--- src/rtl/core/svge_pkg.sv ---
// ----------------------------------------------------------------------------
// svge_pkg
// Shared types and codes for the state vector gate engine.
// ----------------------------------------------------------------------------
package svge_pkg;

	typedef enum logic [2:0] {
		OP_CLEAR  = 3'd0,
		OP_WRITE  = 3'd1,
		OP_READ   = 3'd2,
		OP_MATRIX = 3'd3,
		OP_GATE1  = 3'd4,
		OP_GATE2  = 3'd5,
		OP_RESETQ = 3'd6,
		OP_NONE   = 3'd7
	} op_t;

	typedef enum logic [1:0] {
		ST_DONE = 2'd0,
		ST_BAD  = 2'd1,
		ST_SAT  = 2'd2
	} status_t;

	localparam int MAT_FRAC = 14;

	// command from sequencer to the complex multiply-accumulate unit
	typedef struct packed {
		logic clr;   // start new sum
		logic acc;   // accumulate product this cycle
	} mac_ctl_t;

endpackage

--- src/rtl/core/svge_mac.sv ---
// ----------------------------------------------------------------------------
// svge_mac
// Shared complex multiply-accumulate unit: one product term per cycle while acc is set.
// ----------------------------------------------------------------------------
module svge_mac #(
	parameter int AB = 16
) (
	input  logic                  clk,
	input  svge_pkg::mac_ctl_t    ctl,
	input  logic signed [15:0]    m_re,
	input  logic signed [16:0]    m_im,
	input  logic signed [AB-1:0]  a_re,
	input  logic signed [AB-1:0]  a_im,
	output logic signed [AB+20:0] s_re,
	output logic signed [AB+20:0] s_im
);
	import svge_pkg::*;
	logic signed [AB+17:0] p_rr, p_ii, p_ri, p_ir;
	logic signed [AB+20:0] re_q, im_q;

	assign p_rr = (AB+18)'(m_re * a_re);
	assign p_ii = (AB+18)'(m_im * a_im);
	assign p_ri = (AB+18)'(m_re * a_im);
	assign p_ir = (AB+18)'(m_im * a_re);

	always_ff @(posedge clk) begin
		if (ctl.clr) begin
			re_q <= '0;
			im_q <= '0;
		end else if (ctl.acc) begin
			re_q <= re_q + (AB+21)'(p_rr) - (AB+21)'(p_ii);
			im_q <= im_q + (AB+21)'(p_ri) + (AB+21)'(p_ir);
		end
	end
	assign s_re = re_q;
	assign s_im = im_q;
endmodule

--- config.mk ---
export PLATFORM = sky130hd
export DESIGN_NAME = svge_mac
export DESIGN_NICKNAME = d
export VERILOG_FILES = /design/src/rtl/core/svge_pkg.sv /design/src/rtl/core/svge_mac.sv
export SDC_FILE = /design/constraint.sdc
export NUM_CORES = 2
export LEC_CHECK = 0
export BUFFER_PORTS_ARGS = -buffer_cell sky130_fd_sc_hd__buf_2
export CORE_AREA = 4 4 319 446
export DETAILED_ROUTE_END_ITERATION = 12
export DIE_AREA = 0 0 323 450
export HOLD_SLACK_MARGIN = 0.03
export PLACE_DENSITY = 0.5
export SLEW_MARGIN = 10
export SYNTH_ARGS = -nofsm -noshare
export SYNTH_HDL_FRONTEND = slang
export SYNTH_SLANG_ARGS = --single-unit
--- constraint.sdc ---
create_clock -name clk -period 18.5 [get_ports clk]
set_input_delay 0.925 -clock clk [delete_from_list [all_inputs] [get_ports clk]]
set_output_delay 0.925 -clock clk [all_outputs]
set_load 0.005 [all_outputs]
# Yosys cells after proc, flatten, opt, wreduce, memory -nomap -nowiden
# Cells that the tools add are included.
[word_totals] mem_bits_ro=0 n_memories=0 input_bits=68 mem_bits_rw=0 regBits=74 output_inout_bits=74 wordCells=10 latchBits=0
[classes] n_mux=0 add_sub_neg=4 order_cmp=0 n_eq_ne=0 shifts=0 bitwise=0 mul=4 div=0 reduce_logical=0
[op_table] cell="adder 37 x 32 -> 37 bit" n=2
[op_table] cell="multiplier 17 x 16 -> 33 bit" n=2
[op_table] cell="multiplier 16 x 16 -> 32 bit" n=2
[op_table] cell="adder 37 x 33 -> 37 bit" n=1
[op_table] cell="subtractor 37 x 33 -> 37 bit" n=1

# Depth between registers and ports, before layout
[logic_depth] word_depth=3 mapped_depth=29

# Least setup slack after synthesis
# OpenSTA, ideal clock, no wires.
[synth_path] path_kind="in2reg" startpoint="input a_re[0]" endpoint="register im_q[32] (netlist: s_im[32])" setup_ns=0.095 cell_stages=25 path_slack_ns=10.130 t_required_ns=18.405 t_arrival_ns=8.275 path_cell_list="clkbuf_1 nand2_1 fa_1 fa_1 inv_1 fa_1 inv_1 fa_1 inv_1 fa_1 fa_1 fa_1 inv_1 fa_1 inv_1 ha_1 and3_1 clkbuf_1 a31oi_1 nand2_1 a221oi_1 a21boi_1 nor2_1 or4_1 o311ai_1"
[synth_via] elab_chain_len=2
[synth_lines] item="start: declaration" line="svge_mac.sv:12" text="input logic signed [AB-1:0] a_re,"
[synth_lines] item="multiplier 17 x 16 -> 33 bit" line="svge_mac.sv:24" text="assign p_ir = (AB+18)'(m_im * a_re);"
[synth_lines] item="adder 37 x 33 -> 37 bit" line="svge_mac.sv:32" text="im_q <= im_q + (AB+21)'(p_ri) + (AB+21)'(p_ir);"
[synth_lines] item="end signal: assignment" line="svge_mac.sv:32"
[synth_lines] item="end: declaration" line="svge_mac.sv:19" text="logic signed [AB+20:0] re_q, im_q;"
# Every way passes these cells.
# A chain may end at the register's enable or synchronous reset.

# Worst setup path after layout
[layout_path] startpoint="input a_re[1]" endpoint="register im_q[33] (netlist: s_im[33])"
# Same word-level chain as after synthesis.

==> impl_results.md <==
- Clock Skew: 0.0159 ns
- Placed insts: 6855
- Vias/cell: 4.70
- Setup bufs post-CTS: 0
- # hold bufs at CTS: 0
- DRT Pass-1 Iters: 5
- Most used DFF post-synth: dfxtp_1
- Post-route cell area: 50800 µm²
- H-Tree Level Count: 3
- Total number of vias: 32300
- 1st-iter DRT viols: around 1200
- Max-slew headroom: ~28%
- Non-Filler Instances: 6878
- Post-synthesis sequential area ratio: 3.08%
- Area grow syn2layout: 5.56%
- Vias in the first global route: 37400
- Fin. max-slew vios: 0
- Die Span X: 323 µm
- Die area: between 100000 and 150000 µm²
- Post-synthesis mux area share: less than 1%
- Initial Utilization: 34.9%
- Clock Latency Late Sink: 0.45 ns
- Gr usage total: 18.7%
- Clock transition at path regs: roughly 0.08 ns
- RSZ-0062 raised after global routing: false
- CTS tree: done
- Critical Path Sink Type: register
- Die height: ~450 µm
- Util after Layout: between 30% and 40%
- Final nets: about 6800
- Routed WL: 126000 µm
- Synth Area in Adders: 65.0%
- Nature of the critical path startpoint: input pin
- CP Class: in -> reg
- Initial antenna violation count: 17
- Crit path top cell by count: fa_1
- Fill count: about 14000
- Final hold viol count: 0
- Worst path required time: 18.84 ns
- Compound-cell area share of the yosys netlist: 2.86%
- Post-synthesis simple-gate area fraction: roughly an eighth
- Clock sinks: 74
- DR WL/cell: 18.3 µm
- Post-CTS resize count: 0
- Clock root cell: clkbuf_16
- Ys async rst share: 0%
- FF+latch count, synth: 74
- Synthesized instance count: 5114
- Dominant combinational cell family by area after synthesis: adder cells
- Post-synth EDFFs: 0
- Commonest non-fill, non-tap cells in the layout: 1511 x inv_1, 1366 x fa_1, 580 x nand2_1, 458 x and2_1, 317 x ha_1
- First-pass GRT wire length: around 210000 µm
- DRT antenna net count: 0
- Yosys cell types: 63
- Crit path DAT: 9.22 ns
- Drt drc: 0
- Share of layout cells above drive strength 1: 3.92%
- Setup TNS: 0 ns
- Placement row count: 161
- Gr ovfl total: 0
- Port Buf Inserts: approximately 140
- Netlist Area Pre-Place: 48200 µm²
- Upper clock frequency limit: 113 MHz
- Yosys Warn Count: 0
- Detail Placement HPWL: 101000 µm
- Total CTS buffers: 9
- Routability Congestion: 0.797
- Status: finished, final reports clean
- Clock buffer depth: 2
- Core ar.: 138000 µm²
- Post-Synth XOR/XNOR Area: 1.29%
- Slowest stage delay, CP: 0.99 ns
- Syn nets: approximately 6900
- Final setup violating endpoints: 0
- Largest net degree at the start of global routing: between 40 and 50
- Final min period: slightly below 9 ns
- Mapped Avg Cell Area: 9.42 µm²
- HP Class: reg -> reg
- Commonest non-fill, non-tap cell in the layout: inv_1
- Crit-path max FO: 33
- Placed Area: around 51000 µm²
- CP max-delay cell: a2111oi_1
- I/O pin cnt: 142
- Worst-margin pin slew: 1.07 ns
- Max Cap Viol: 0
- Final Cycle Share: 48.0%
==> synthesized netlist by cell type (3+ instances only) <==
cell type | instances | share of area, %
ha_1 | 317 | 8.2
and2_1 | 458 | 6.0
xor2_1 | 19 | 0.35
nand2_1 | 580 | 4.5
o311ai_1 | 5 | 0.091
nor2b_1 | 8 | 0.10
a211oi_1 | 16 | 0.25
nand3_1 | 19 | 0.20
or4b_1 | 3 | 0.062
o21bai_1 | 7 | 0.11
o21ai_1 | 17 | 0.18
clkbuf_1 | 221 | 1.7
fa_1 | 1366 | 57
buf_1 | 7 | 0.055
dfxtp_1 | 74 | 3.1
o21ai_0 | 13 | 0.14
o21a_1 | 11 | 0.17
nor3_1 | 9 | 0.094
o211ai_1 | 8 | 0.12
xnor2_1 | 52 | 0.95
a21o_1 | 27 | 0.42
inv_1 | 1511 | 12
a31oi_1 | 6 | 0.078
and3_1 | 9 | 0.12
a211o_1 | 6 | 0.11
o31a_1 | 3 | 0.055
nand4_1 | 7 | 0.091
nand2b_1 | 38 | 0.49
nor3b_1 | 15 | 0.23
o22a_1 | 3 | 0.055
mux2i_1 | 44 | 0.91
o22ai_1 | 9 | 0.12
or3_1 | 4 | 0.052
nor2_1 | 127 | 0.99
a21oi_1 | 53 | 0.55
nor4bb_1 | 5 | 0.10
==> layer usage <==
metal | global-route usage, % | vias up | part of all wire [%] | wire length, µm
met1 | 22.0 | 17400 | 38 | 48200
met5 | 0 | - | 0.069 | 87
met3 | 2.05 | 141 | 2.9 | 3710
met4 | 5.33 | 12 | 3.0 | 3820
met2 | 35.4 | 487 | 56 | 69900
li1 | - | 14300 | - | -
==> worst max-delay path, delay by kind of cell <==
kind	cells	cell delay, ns
and+or+nand+nor	4	0.91
AOI/OAI and AO/OA	4	1.61
buffers and inverters	8	1.31
adders and majority gates	9	4.43
==> cell type report <==
| cell class | instances | area (µm²) | share of cell area [%] |
|---|---|---|---|
| Inverter | 1512 | 5680 | 11.2 |
| Timing Repair Buffer | 177 | 981 | 1.93 |
| Multi-Input combinational cell | 3299 | 40100 | 79.0 |
| Antenna cell | 7 | 17.5 | 0.0345 |
| Sequential cell | 74 | 1480 | 2.91 |
| Clock buffer | 10 | 229 | 0.450 |
| Clock inverter | 6 | 67.6 | 0.133 |
| Tap cell | 1793 | 2240 | 4.41 |
==> logic make-up after synthesis <==
group	after synthesis
flops	74
simple gates	1296
xor+xnor	71
fa+ha+maj	1683
buf+inv	1741
compound gates	205
mux	44
==> stage by stage <==
step / hold WS (ns) / setup slack [ns]
final: 0.502 / 9.63
after global routing: 0.537 / 9.22
after CTS: 0.512 / 9.51
after detailed placement: 0.496 / 9.01
after global placement: 0.486 / 9.16
after floorplan: 0.455 / 10.13
==> registers in the layout, indices dropped and copies added, names as in the netlist <==
register,count
s_im,37
s_re,37
==> path summary, 6_finish.rpt <==
| kind | cells past startpoint | slack (ns) | from | end |
|---|---|---|---|---|
| max | 25 | 9.63 | a_re[1] | s_im[33]$_SDFFE_PP0P_ |
| min | 2 | 0.50 | s_re[29]$_SDFFE_PP0P_ | s_re[29]$_SDFFE_PP0P_ |
| max reg2reg | 22 | 11.00 | s_im[18]$_SDFFE_PP0P_ | s_im[33]$_SDFFE_PP0P_ |
| min reg2reg | 2 | 0.50 | s_re[29]$_SDFFE_PP0P_ | s_re[29]$_SDFFE_PP0P_ |
Power is left out: the tool's default activity adds up to more than one toggle a clock period on the data nets, which glitch-free logic cannot reach.
